File: src/hdl/sc1asc_pkg.sv
// Types, key codes and character ROM shared by the scancode decoder.
`default_nettype none
package sc1asc_pkg;

	localparam logic [7:0] PREFIX_EXT  = 8'hE0;
	localparam logic [6:0] KEY_CTRL    = 7'h1D;
	localparam logic [6:0] KEY_LSHIFT  = 7'h2A;
	localparam logic [6:0] KEY_RSHIFT  = 7'h36;
	localparam logic [6:0] KEY_ALT     = 7'h38;
	localparam logic [6:0] KEY_FSLASH  = 7'h35;
	localparam logic [6:0] KEY_CAPS    = 7'h3A;
	localparam logic [6:0] KEY_NUM     = 7'h45;
	localparam logic [6:0] KEY_SCROLL  = 7'h46;
	localparam logic [6:0] CHAR_LC_A   = 7'h61;
	localparam logic [6:0] CHAR_LC_Z   = 7'h7A;

	typedef struct packed {
		logic       valid;
		logic       prefix;
		logic       ext;
		logic       release_k;
		logic [6:0] key;
	} key_op_t;

	typedef struct packed {
		logic       valid;
		logic       hit;
		logic       ext;
		logic       release_k;
		logic [6:0] key;
		logic [1:0] new_val;
	} kmap_s1_t;

	typedef struct packed {
		logic       char_valid;
		logic [6:0] ascii_char;
		logic       led_update;
		logic [2:0] led_bits;
		logic       shift_active;
		logic       ctrl_active;
		logic       alt_active;
	} result_t;

	function automatic logic [6:0] rom_plain(input logic [6:0] k);
		logic [6:0] c;
		case (k)
			7'h01: c = 7'h1B; 7'h02: c = 7'h31; 7'h03: c = 7'h32; 7'h04: c = 7'h33;
			7'h05: c = 7'h34; 7'h06: c = 7'h35; 7'h07: c = 7'h36; 7'h08: c = 7'h37;
			7'h09: c = 7'h38; 7'h0A: c = 7'h39; 7'h0B: c = 7'h30; 7'h0C: c = 7'h2D;
			7'h0D: c = 7'h3D; 7'h0E: c = 7'h08; 7'h0F: c = 7'h09;
			7'h10: c = 7'h71; 7'h11: c = 7'h77; 7'h12: c = 7'h65; 7'h13: c = 7'h72;
			7'h14: c = 7'h74; 7'h15: c = 7'h79; 7'h16: c = 7'h75; 7'h17: c = 7'h69;
			7'h18: c = 7'h6F; 7'h19: c = 7'h70; 7'h1A: c = 7'h5B; 7'h1B: c = 7'h5D;
			7'h1C: c = 7'h0A; 7'h1E: c = 7'h61; 7'h1F: c = 7'h73;
			7'h20: c = 7'h64; 7'h21: c = 7'h66; 7'h22: c = 7'h67; 7'h23: c = 7'h68;
			7'h24: c = 7'h6A; 7'h25: c = 7'h6B; 7'h26: c = 7'h6C; 7'h27: c = 7'h3B;
			7'h28: c = 7'h27; 7'h29: c = 7'h60; 7'h2B: c = 7'h5C; 7'h2C: c = 7'h7A;
			7'h2D: c = 7'h78; 7'h2E: c = 7'h63; 7'h2F: c = 7'h76;
			7'h30: c = 7'h62; 7'h31: c = 7'h6E; 7'h32: c = 7'h6D; 7'h33: c = 7'h2C;
			7'h34: c = 7'h2E; 7'h35: c = 7'h2F; 7'h37: c = 7'h2A; 7'h39: c = 7'h20;
			7'h47: c = 7'h37; 7'h48: c = 7'h38; 7'h49: c = 7'h39; 7'h4A: c = 7'h2D;
			7'h4B: c = 7'h34; 7'h4C: c = 7'h35; 7'h4D: c = 7'h36; 7'h4E: c = 7'h2B;
			7'h4F: c = 7'h31; 7'h50: c = 7'h32; 7'h51: c = 7'h33; 7'h52: c = 7'h30;
			7'h53: c = 7'h2E;
			default: c = 7'h00;
		endcase
		return c;
	endfunction

	function automatic logic [6:0] rom_shift(input logic [6:0] k);
		logic [6:0] c;
		case (k)
			7'h01: c = 7'h1B; 7'h02: c = 7'h21; 7'h03: c = 7'h40; 7'h04: c = 7'h23;
			7'h05: c = 7'h24; 7'h06: c = 7'h25; 7'h07: c = 7'h5E; 7'h08: c = 7'h26;
			7'h09: c = 7'h2A; 7'h0A: c = 7'h28; 7'h0B: c = 7'h29; 7'h0C: c = 7'h5F;
			7'h0D: c = 7'h2B; 7'h0E: c = 7'h08; 7'h0F: c = 7'h09;
			7'h10: c = 7'h51; 7'h11: c = 7'h57; 7'h12: c = 7'h45; 7'h13: c = 7'h52;
			7'h14: c = 7'h54; 7'h15: c = 7'h59; 7'h16: c = 7'h55; 7'h17: c = 7'h49;
			7'h18: c = 7'h4F; 7'h19: c = 7'h50; 7'h1A: c = 7'h7B; 7'h1B: c = 7'h7D;
			7'h1C: c = 7'h0A; 7'h1E: c = 7'h41; 7'h1F: c = 7'h53;
			7'h20: c = 7'h44; 7'h21: c = 7'h46; 7'h22: c = 7'h47; 7'h23: c = 7'h48;
			7'h24: c = 7'h4A; 7'h25: c = 7'h4B; 7'h26: c = 7'h4C; 7'h27: c = 7'h3A;
			7'h28: c = 7'h22; 7'h29: c = 7'h7E; 7'h2B: c = 7'h7C; 7'h2C: c = 7'h5A;
			7'h2D: c = 7'h58; 7'h2E: c = 7'h43; 7'h2F: c = 7'h56;
			7'h30: c = 7'h42; 7'h31: c = 7'h4E; 7'h32: c = 7'h4D; 7'h33: c = 7'h3C;
			7'h34: c = 7'h3E; 7'h35: c = 7'h3F; 7'h37: c = 7'h2A; 7'h39: c = 7'h20;
			7'h4A: c = 7'h2D; 7'h4E: c = 7'h2B; 7'h53: c = 7'h7F;
			default: c = 7'h00;
		endcase
		return c;
	endfunction

endpackage
`default_nettype wire

File: src/hdl/sc1asc_keymap.sv
// Key-down map memory with read-modify-write and write-to-read forwarding.
`default_nettype none
module sc1asc_keymap #(
	parameter int NUM_KEYS = 96
) (
	input  wire                       clk,
	input  wire                       arst_n,
	input  wire sc1asc_pkg::key_op_t  req,
	output sc1asc_pkg::kmap_s1_t      s1
);
	localparam int AW = $clog2(NUM_KEYS);

	logic [1:0]          mem [NUM_KEYS];
	logic [NUM_KEYS-1:0] ent_vld_q;

	logic          req_hit;
	logic [AW-1:0] raddr;
	logic          re;

	sc1asc_pkg::key_op_t op_s1;
	logic          hit_s1;
	logic [1:0]    rdata_s1;
	logic          rvld_s1;
	logic          fwd_s1;
	logic [1:0]    fwd_data_s1;

	logic [1:0]    old_val;
	logic [1:0]    mask;
	logic [1:0]    new_val;
	logic          we;
	logic [AW-1:0] waddr;

	assign req_hit = req.valid && !req.prefix && ({1'b0, req.key} < 8'(NUM_KEYS));
	assign raddr   = req.key[AW-1:0];
	assign re      = req_hit;

	assign old_val = fwd_s1 ? fwd_data_s1 : (rvld_s1 ? rdata_s1 : 2'b00);
	assign mask    = op_s1.ext ? 2'b10 : 2'b01;
	assign new_val = op_s1.release_k ? (old_val & ~mask) : (old_val | mask);
	assign we      = op_s1.valid && hit_s1;
	assign waddr   = op_s1.key[AW-1:0];

	always_ff @(posedge clk) begin
		if (we)
			mem[waddr] <= new_val;
		if (re)
			rdata_s1 <= mem[raddr];
	end

	always_ff @(posedge clk) begin
		rvld_s1     <= ent_vld_q[raddr];
		fwd_data_s1 <= new_val;
	end

	always_ff @(posedge clk or negedge arst_n) begin
		if (!arst_n) begin
			ent_vld_q <= '0;
			op_s1     <= '0;
			hit_s1    <= 1'b0;
			fwd_s1    <= 1'b0;
		end else begin
			if (we)
				ent_vld_q[waddr] <= 1'b1;
			op_s1  <= req;
			hit_s1 <= req_hit;
			fwd_s1 <= we && re && (waddr == raddr);
		end
	end

	always_comb begin
		s1.valid     = op_s1.valid;
		s1.hit       = hit_s1;
		s1.ext       = op_s1.ext;
		s1.release_k = op_s1.release_k;
		s1.key       = op_s1.key;
		s1.new_val   = new_val;
	end
endmodule
`default_nettype wire

File: src/hdl/sc1asc_decode.sv
// Lock and modifier state, character lookup and result word assembly.
`default_nettype none
module sc1asc_decode (
	input  wire                       clk,
	input  wire                       arst_n,
	input  wire sc1asc_pkg::kmap_s1_t s1,
	output logic                      push,
	output sc1asc_pkg::result_t       res
);
	logic       caps_q, num_q, scroll_q;
	logic       shl_q, shr_q;
	logic [1:0] ctrl_q, alt_q;

	logic       wr, press;
	logic       caps_n, num_n, scroll_n;
	logic       shl_n, shr_n;
	logic [1:0] ctrl_n, alt_n;
	logic       is_lock;
	logic [6:0] plain, shifted, ch;
	logic       shift;

	always_comb begin
		wr    = s1.valid && s1.hit;
		press = wr && !s1.release_k;

		num_n    = num_q    ^ (press && s1.key == sc1asc_pkg::KEY_NUM);
		caps_n   = caps_q   ^ (press && s1.key == sc1asc_pkg::KEY_CAPS);
		scroll_n = scroll_q ^ (press && s1.key == sc1asc_pkg::KEY_SCROLL);
		is_lock  = s1.key == sc1asc_pkg::KEY_NUM || s1.key == sc1asc_pkg::KEY_CAPS ||
		           s1.key == sc1asc_pkg::KEY_SCROLL;

		shl_n  = (wr && s1.key == sc1asc_pkg::KEY_LSHIFT) ? s1.new_val[0] : shl_q;
		shr_n  = (wr && s1.key == sc1asc_pkg::KEY_RSHIFT) ? s1.new_val[0] : shr_q;
		ctrl_n = (wr && s1.key == sc1asc_pkg::KEY_CTRL)   ? s1.new_val    : ctrl_q;
		alt_n  = (wr && s1.key == sc1asc_pkg::KEY_ALT)    ? s1.new_val    : alt_q;

		plain   = sc1asc_pkg::rom_plain(s1.key);
		shifted = sc1asc_pkg::rom_shift(s1.key);
		shift   = (caps_n && plain >= sc1asc_pkg::CHAR_LC_A && plain <= sc1asc_pkg::CHAR_LC_Z)
		          ^ (shl_n || shr_n);
		if (!press)
			ch = 7'h00;
		else if (s1.ext && s1.key != sc1asc_pkg::KEY_FSLASH)
			ch = shifted;
		else
			ch = shift ? shifted : plain;

		push             = s1.valid;
		res.char_valid   = ch != 7'h00;
		res.ascii_char   = ch;
		res.led_update   = press && is_lock;
		res.led_bits     = {caps_n, num_n, scroll_n};
		res.shift_active = shl_n || shr_n;
		res.ctrl_active  = |ctrl_n;
		res.alt_active   = |alt_n;
	end

	always_ff @(posedge clk or negedge arst_n) begin
		if (!arst_n) begin
			caps_q   <= 1'b0;
			num_q    <= 1'b0;
			scroll_q <= 1'b0;
			shl_q    <= 1'b0;
			shr_q    <= 1'b0;
			ctrl_q   <= 2'b00;
			alt_q    <= 2'b00;
		end else begin
			caps_q   <= caps_n;
			num_q    <= num_n;
			scroll_q <= scroll_n;
			shl_q    <= shl_n;
			shr_q    <= shr_n;
			ctrl_q   <= ctrl_n;
			alt_q    <= alt_n;
		end
	end
endmodule
`default_nettype wire

File: src/hdl/sc1asc_outbuf.sv
// Two-word result buffer with room tracking for words still in flight.
`default_nettype none
module sc1asc_outbuf (
	input  wire                      clk,
	input  wire                      arst_n,
	input  wire                      push,
	input  wire sc1asc_pkg::result_t din,
	input  wire                      pend,
	output logic                     full,
	output logic                     dout_valid,
	input  wire                      dout_stall,
	output sc1asc_pkg::result_t      dout
);
	sc1asc_pkg::result_t buf_q [2];
	logic       wr_ptr_q, rd_ptr_q;
	logic [1:0] occ_q;
	logic       pop;

	assign pop        = (occ_q != 2'd0) && !dout_stall;
	assign dout_valid = occ_q != 2'd0;
	assign dout       = buf_q[rd_ptr_q];
	assign full       = ((occ_q == 2'd2) || (occ_q == 2'd1 && pend)) && !pop;

	always_ff @(posedge clk) begin
		if (push)
			buf_q[wr_ptr_q] <= din;
	end

	always_ff @(posedge clk or negedge arst_n) begin
		if (!arst_n) begin
			wr_ptr_q <= 1'b0;
			rd_ptr_q <= 1'b0;
			occ_q    <= 2'd0;
		end else begin
			if (push)
				wr_ptr_q <= !wr_ptr_q;
			if (pop)
				rd_ptr_q <= !rd_ptr_q;
			occ_q <= occ_q + {1'b0, push} - {1'b0, pop};
		end
	end
endmodule
`default_nettype wire

File: src/hdl/scancode_set1_to_ascii.sv
// Top level of the PS/2 set-1 scancode to ASCII decoder.
// Input channel: scan_valid / scan_stall carry one scancode byte per word.
// Output channel: res_valid / res_stall carry one result word per input byte,
// in order, including prefix, release and out-of-range bytes.
// An accepted byte is registered in the key-map memory read stage, is decoded
// and is written into the result buffer. Throughput is one byte per cycle while
// scan_stall is low; the key-map memory does one read and one write per cycle,
// and a write to the entry being read is forwarded.
// When res_stall is held the two-word result buffer fills and scan_stall rises;
// scan_stall follows res_stall in the same cycle once the buffer is full.
// Reset clears the lock flags, the prefix flag, the modifier copies and the
// per-entry valid bits of the key map, so all keys read as released at once;
// no clearing pass is needed and the first byte may be taken straight away.
`default_nettype none
module scancode_set1_to_ascii #(
	parameter int NUM_KEYS = 96
) (
	input  wire        clk,
	input  wire        arst_n,
	input  wire        scan_valid,
	output logic       scan_stall,
	input  wire  [7:0] scan_byte,
	output logic       res_valid,
	input  wire        res_stall,
	output logic       char_valid,
	output logic [6:0] ascii_char,
	output logic       led_update,
	output logic [2:0] led_bits,
	output logic       shift_active,
	output logic       ctrl_active,
	output logic       alt_active
);
	sc1asc_pkg::key_op_t  req;
	sc1asc_pkg::kmap_s1_t s1;
	sc1asc_pkg::result_t  res, dout;
	logic                 accept, push, full;
	logic                 ext_pending_q;

	assign scan_stall = full;
	assign accept     = scan_valid && !full;

	always_comb begin
		req.valid     = accept;
		req.prefix    = scan_byte == sc1asc_pkg::PREFIX_EXT;
		req.ext       = ext_pending_q;
		req.release_k = scan_byte[7];
		req.key       = scan_byte[6:0];
	end

	always_ff @(posedge clk or negedge arst_n) begin
		if (!arst_n)
			ext_pending_q <= 1'b0;
		else if (accept)
			ext_pending_q <= req.prefix;
	end

	sc1asc_keymap #(
		.NUM_KEYS(NUM_KEYS)
	) u_keymap (
		.clk    (clk),
		.arst_n (arst_n),
		.req    (req),
		.s1     (s1)
	);

	sc1asc_decode u_decode (
		.clk    (clk),
		.arst_n (arst_n),
		.s1     (s1),
		.push   (push),
		.res    (res)
	);

	sc1asc_outbuf u_outbuf (
		.clk        (clk),
		.arst_n     (arst_n),
		.push       (push),
		.din        (res),
		.pend       (s1.valid),
		.full       (full),
		.dout_valid (res_valid),
		.dout_stall (res_stall),
		.dout       (dout)
	);

	assign char_valid   = dout.char_valid;
	assign ascii_char   = dout.ascii_char;
	assign led_update   = dout.led_update;
	assign led_bits     = dout.led_bits;
	assign shift_active = dout.shift_active;
	assign ctrl_active  = dout.ctrl_active;
	assign alt_active   = dout.alt_active;
endmodule
`default_nettype wire

File: config.mk
export PLATFORM = sky130hd
export DESIGN_NAME = scancode_set1_to_ascii
export DESIGN_NICKNAME = d
export VERILOG_FILES = /design/src/hdl/sc1asc_pkg.sv /design/src/hdl/sc1asc_keymap.sv /design/src/hdl/sc1asc_decode.sv /design/src/hdl/sc1asc_outbuf.sv /design/src/hdl/scancode_set1_to_ascii.sv
export SDC_FILE = /design/constraint.sdc
export NUM_CORES = 1
export LEC_CHECK = 0
export BUFFER_PORTS_ARGS = -buffer_cell sky130_fd_sc_hd__buf_4
export CORE_UTILIZATION = 40
export DETAILED_ROUTE_END_ITERATION = 8
export PLACE_DENSITY = 0.54
export SETUP_SLACK_MARGIN = 0.15
export SLEW_MARGIN = 20
export SYNTH_ARGS = -nofsm -noshare
export SYNTH_HDL_FRONTEND = slang
export SYNTH_SLANG_ARGS = --single-unit
File: constraint.sdc
create_clock -name clk -period 6.47 [get_ports clk]
set_input_delay 1.294 -clock clk [delete_from_list [all_inputs] [get_ports clk]]
set_output_delay 1.294 -clock clk [all_outputs]
set_load 0.05 [all_outputs]
# Yosys cells after proc, flatten, opt, wreduce, memory -nomap -nowiden
# Memories as Yosys holds them, arrays and structs flattened. A register that Yosys moved wholly into a read port is not among the register bits.
# Index checks and enable logic that the tools add are counted.
[word_totals]
ff_bits = 125
latchBits = 0
ramBits = 222
mem_bits_ro = 1792
out_inout_bits = 17
wordCells = 108
memories = 4
[classes]
addsub = 2
n_mul = 0
div_mod_pow = 0
n_lt_le_gt_ge = 6
eq_ne = 12
shifts = 0
muxes = 19
n_bitwise = 8
reduce_logical = 37
[mem_list]
columns = ["name", "words", "word_bits", "read_ports", "rd_clocked_by_memory_dff", "wr", "line", "rtl"]
rows = [
  ["(no name shown)", 128, 7, 1, 0, 0, "sc1asc_pkg.sv:46", "case (k)"],
  ["(no name shown)", 128, 7, 1, 0, 0, "sc1asc_pkg.sv:72", "case (k)"],
  ["u_keymap.mem", 96, 2, 1, 1, 1, "sc1asc_keymap.sv:13", "logic [1:0] mem [NUM_KEYS];"],
  ["u_outbuf.buf_q", 2, 15, 1, 0, 1, "sc1asc_outbuf.sv:14", "sc1asc_pkg::result_t buf_q [2];"],
]
[ops]
columns = ["op", "n"]
rows = [
  ["$or 96x96->96", 1],
  ["$eq 7x6->1 const B", 4],
  ["$logic_and 1x1->1", 22],
  ["$mux 7", 3],
  ["$lt 7x8->1 const B", 2],
  ["$eq 7x7->1 const B", 2],
  ["$mux 2", 6],
  ["$eq 8x8->1 const B", 1],
  ["$mux 1", 8],
  ["$bmux 1 s7", 1],
  ["$demux 1 s7", 1],
  ["$eq 7x5->1 const B", 1],
  ["$eq 7x7->1", 1],
  ["$ge 7x1->1 const B", 1],
  ["$ge 7x7->1 const B", 1],
  ["$le 7x7->1 const B", 1],
  ["$logic_not 1->1", 7],
  ["$lt 7x7->1 const B", 1],
  ["$ne 7x6->1 const B", 1],
  ["$reduce_bool 7->1", 1],
  ["$logic_or 1x1->1", 4],
  ["$reduce_or 2->1", 2],
  ["$xor 1x1->1", 4],
  ["$add 2x1->2", 1],
  ["7 further kinds", 7],
]

# Logic depth before layout (Yosys ltp)
[logic_depth]
word_depth = 11
mapped_depth = 12
ltp_nobuf = 10

# Cells and area by module
# A second synthesis with hierarchy kept.
[unflattened]
hier_cells = 1177
hier_area_um2 = 16002.8
[modules_own_cells]
columns = ["mod", "instances", "cells_each", "area_per_inst_um2"]
rows = [
  ["sc1asc_keymap", 1, 780, 12364.4],
  ["sc1asc_decode", 1, 326, 2225.9],
  ["sc1asc_outbuf", 1, 65, 1335.0],
  ["scancode_set1_to_ascii", 1, 6, 77.6],
]

# Least setup slack after synthesis
# OpenSTA, ideal clock, no wires.
[synth_timing]
path_type = "reg-to-reg"
startpoint = "reg u_keymap.fwd_s1"
endpoint = "mem u_outbuf.buf_q[0][12] in the netlist's numbering, data pin"
setup_time_ns = 0.262
arrival_time_ns = 5.479
t_required_ns = 6.208
slack_ns = 0.729
path_stages_with_launch = 9
n_path_buf = 0
period_less_slack_ns = 5.741
path_cell_list = "dfrtp_1 nand3b_1 a31oi_1 mux2i_1 nand2_1 nor2_1 a41oi_1 o311ai_4 mux2_4"
[synth_rtl]
columns = ["element", "line", "rtl"]
rows = [
  ["from (decl)", "sc1asc_keymap.sv:24", "logic fwd_s1;"],
  ["from (signal assigned)", "sc1asc_keymap.sv:66", "fwd_s1 <= we && re && (waddr == raddr);"],
  ["to (decl)", "sc1asc_outbuf.sv:14", ""],
]

==> reports/qor.csv <==
metric,value,unit
status,"complete, no violations",
ys_ff_latch,349,
drt_drc_violations_left,0,
dp_slack,2311,ps
critPathBufInv,1,
cts_tree,yes,
hold_buffers,0,
overflow,0,
syn_nets,1103,
wl_per_cell,23.21,um
first_iter_violations,709,
ant_nets,0,
clkLatencyLatePin,530,ps
synth_top_cells_by_area,"edfxtp_1 43%, dfrtp_1 19%, mux4_2 13%",
grt_pass1_wl,58770,um
io_buffers,28,
slew_violations,0,
power_density,307.6,nW/um2
place.gp.congestion,0.9183,
postSynthAreaPerCell,14.65,um2
cp-start-kind,flop,
path_class,reg -> reg,
post-cts-setup-buffer-count,0,
grt_usage,19.24,%
cts_buffer_depth,3,
worstMarginPinSlew,1066,ps
synthArstFlopShare,34.96,%
routed_wl,37830,um
p_leak,6.675,nW
area.growth.synth_to_final,11.70,%
total_power,5.417,mW
fin_crit,4004,ps
std_cell_rows,72,
multi_input_area,5545,um2
cpMaxStageDelayCell,dfrtp_1,
synth-edff-count,224,
layout-drive-gt1-share,28.51,%
dieHeight,200.5,um
grt_max_degree,100,
clk_pin_slew_worst_paths,60,ps
vdd_drop_max,0.0001813,V
antenna_cells,0,
worstPathArrival,4270,ps
period_share,61.89,%
critical-path-max-stage-delay,860,ps
setup_viol,0,
clock-sinks,349,
max_cap_violations,0,
cts_htree_levels,2,
end_kind,flop,
fin_tns_setup,0,ps
yosysTopAreaCellShare,42.66,%
cp.required,6730,ps
syn_inst,1076,
critPathTopFamily,compound AO/OA/AOI/OAI gates,
vias_per_cell,5.658,
crit_fanout,27,
finalHoldViolCount,0,
dieArea,40220,um2
rsz0062_at_grt,no,
hold_class,reg -> reg,
pin_count,29,
cts-root-buf,clkbuf_16,
start_util,40.70,%
vias,9222,
max_freq,249.7,MHz
yosysWarnings,0,
syn_area,15770,um2
setup_ws,2466,ps
final_nets,1112,
dieWidth,200.5,um
first_pass_iters,7,
dp_hpwl,23590,um
regArea,9839,um2
grt_pass1_vias,9612,
antenna_found_initial,0,
cts_buffers,37,
ys_seq_area_share,62.40,%
skew,15.06,ps
ctsResizeCount,0,
fillers,3453,
slew_headroom,28.94,%
core_area,38740,um2
ys.flop_type,edfxtp_1,
ys_types,74,
synth_area_leader_cell,edfxtp_1,
cp_cell_sequence,buf_4 > nor2b_1 > a22o_1 > a21bo_1 > a211o_1 > and4b_1 > nand2_1 > o311ai_4 > mux2_4,
==> through the flow <==
stage               utilization (%)  cells  hold WS (ps)  instance area, um2
floorplan                         -   1076         353.5               15770
global placement              42.38   1564         360.8               16420
detailed placement            42.38   1564         365.6               16420
CTS                           45.47   1630         378.5               17610
global route                  45.47   1630         391.0               17610
finish                        45.47   1630         376.7               17610
==> kinds of logic after synthesis <==
| kind of cell | after synthesis | share of synthesized area, % |
|---|---|---|
| AOI/OAI and AO/OA | 132 | 5.952 |
| xor gates and xnor gates | 15 | 0.8332 |
| adders and majority gates | 15 | 1.190 |
| buffers and inverters | 88 | 2.595 |
| DFF | 349 | 62.40 |
| muxes | 129 | 15.84 |
| and+or+nand+nor | 348 | 11.19 |
==> layout make-up <==
| cell class | instances | share of cell area (%) |
|---|---|---|
| clock buffer | 54 | 6.145 |
| clock inverter | 12 | 0.6464 |
| inverter | 18 | 0.3836 |
| multi-input combinational | 639 | 31.48 |
| sequential | 349 | 55.86 |
| tap | 518 | 3.680 |
| timing repair buffer | 40 | 1.797 |
==> final timing paths <==
| path | start | endpoint | slack (ps) | cells after the start |
|---|---|---|---|---|
| worst max-delay path | u_keymap.waddr[3]$_DFF_PN0_ | u_outbuf.buf_q[0][12]$_DFFE_PP_ | 2470 | 9 |
| worst min-delay path | ext_pending_q$_DFFE_PN0P_ | u_keymap.s1[10]$_DFF_PN0_ | 380 | 0 |
| worst max register to register | u_keymap.waddr[3]$_DFF_PN0_ | u_outbuf.buf_q[0][12]$_DFFE_PP_ | 2470 | 9 |
| worst min register to register | ext_pending_q$_DFFE_PN0P_ | u_keymap.s1[10]$_DFF_PN0_ | 380 | 0 |
| max in group asynchronous | arst_n | u_outbuf.rd_ptr_q$_DFFE_PN0P_ | 4360 | 2 |
| min in group asynchronous | arst_n | u_keymap.ent_vld_q[75]$_DFFE_PN0P_ | 740 | 1 |
==> flip-flops by register name (all words and copies together), names as in the netlist, 2 cells and up <==
name and cells:
u_decode.ctrl_q 2, u_keymap.waddr 7, u_decode.alt_q 2, u_keymap.s1 3, u_keymap.ent_vld_q 96, u_keymap.mem 192, u_outbuf.buf_q 30, u_keymap.rdata_s1 2
u_outbuf.occ_q 2, u_keymap.fwd_data_s1 2
==> cell usage in the layout (no fill, tap or decap), types with 6 or more instances in the layout <==
| cell | Yosys | final |
|---|---|---|
| edfxtp_1 | 224 | 224 |
| dfrtp_1 | 122 | 122 |
| nor2_1 | 121 | 121 |
| or2_2 | 102 | 102 |
| mux4_2 | 93 | 93 |
| nand2_1 | 46 | 46 |
| clkbuf_16 | 0 | 39 |
| buf_4 | 5 | 38 |
| a21oi_1 | 25 | 24 |
| mux2_2 | 21 | 21 |
| o21ai_0 | 20 | 20 |
| inv_1 | 16 | 16 |
| nor3_1 | 16 | 16 |
| ha_1 | 15 | 15 |
| nand2b_1 | 14 | 14 |
| mux2i_1 | 11 | 11 |
| xor2_1 | 11 | 11 |
| nor2b_1 | 10 | 10 |
| nand3_1 | 10 | 10 |
| clkbuf_1 | 35 | 10 |
| a31oi_1 | 9 | 8 |
| a211oi_1 | 8 | 8 |
| nor4_1 | 6 | 6 |
| o211ai_1 | 6 | 6 |
==> where the power goes <==
part	internal [mW]	switching (mW)	leakage (nW)
Clock	1.24	0.840	0.581
Combinational	0.294	0.461	2.41
Sequential	2.50	0.0760	3.68
Total	4.04	1.38	6.68
==> routing by layer <==
metal | global-route usage (%) | up-vias | share of wire, %
met1 | 26.97 | 4800 | 45
met2 | 30.44 | 271 | 47
met3 | 3.360 | 54 | 5.5
li1 | - | 4097 | -
met5 | 0 | - | 0
met4 | 6.434 | 0 | 2.6
==> cells in the mapped netlist (4+ instances only) <==
| cell | n |
|---|---|
| nand2b_1 | 14 |
| mux4_2 | 93 |
| clkbuf_1 | 35 |
| nor2b_1 | 10 |
| dfrtp_1 | 122 |
| a211o_1 | 4 |
| nand3b_1 | 5 |
| buf_1 | 7 |
| mux2_2 | 21 |
| a22oi_1 | 4 |
| buf_2 | 18 |
| xnor2_1 | 4 |
| inv_1 | 16 |
| nor4_1 | 6 |
| a31oi_1 | 9 |
| nor3_1 | 16 |
| edfxtp_1 | 224 |
| a21o_1 | 5 |
| nand3_1 | 10 |
| buf_4 | 5 |
| nor2_1 | 121 |
| o21ai_0 | 20 |
| a211oi_1 | 8 |
| nand2_1 | 46 |
| o221ai_1 | 5 |
| a21oi_1 | 25 |
| buf_6 | 5 |
| xor2_1 | 11 |
| ha_1 | 15 |
| mux2i_1 | 11 |
| or2_2 | 102 |
| o211ai_1 | 6 |
| o22ai_1 | 5 |
(Power assumes the default switching activity.)
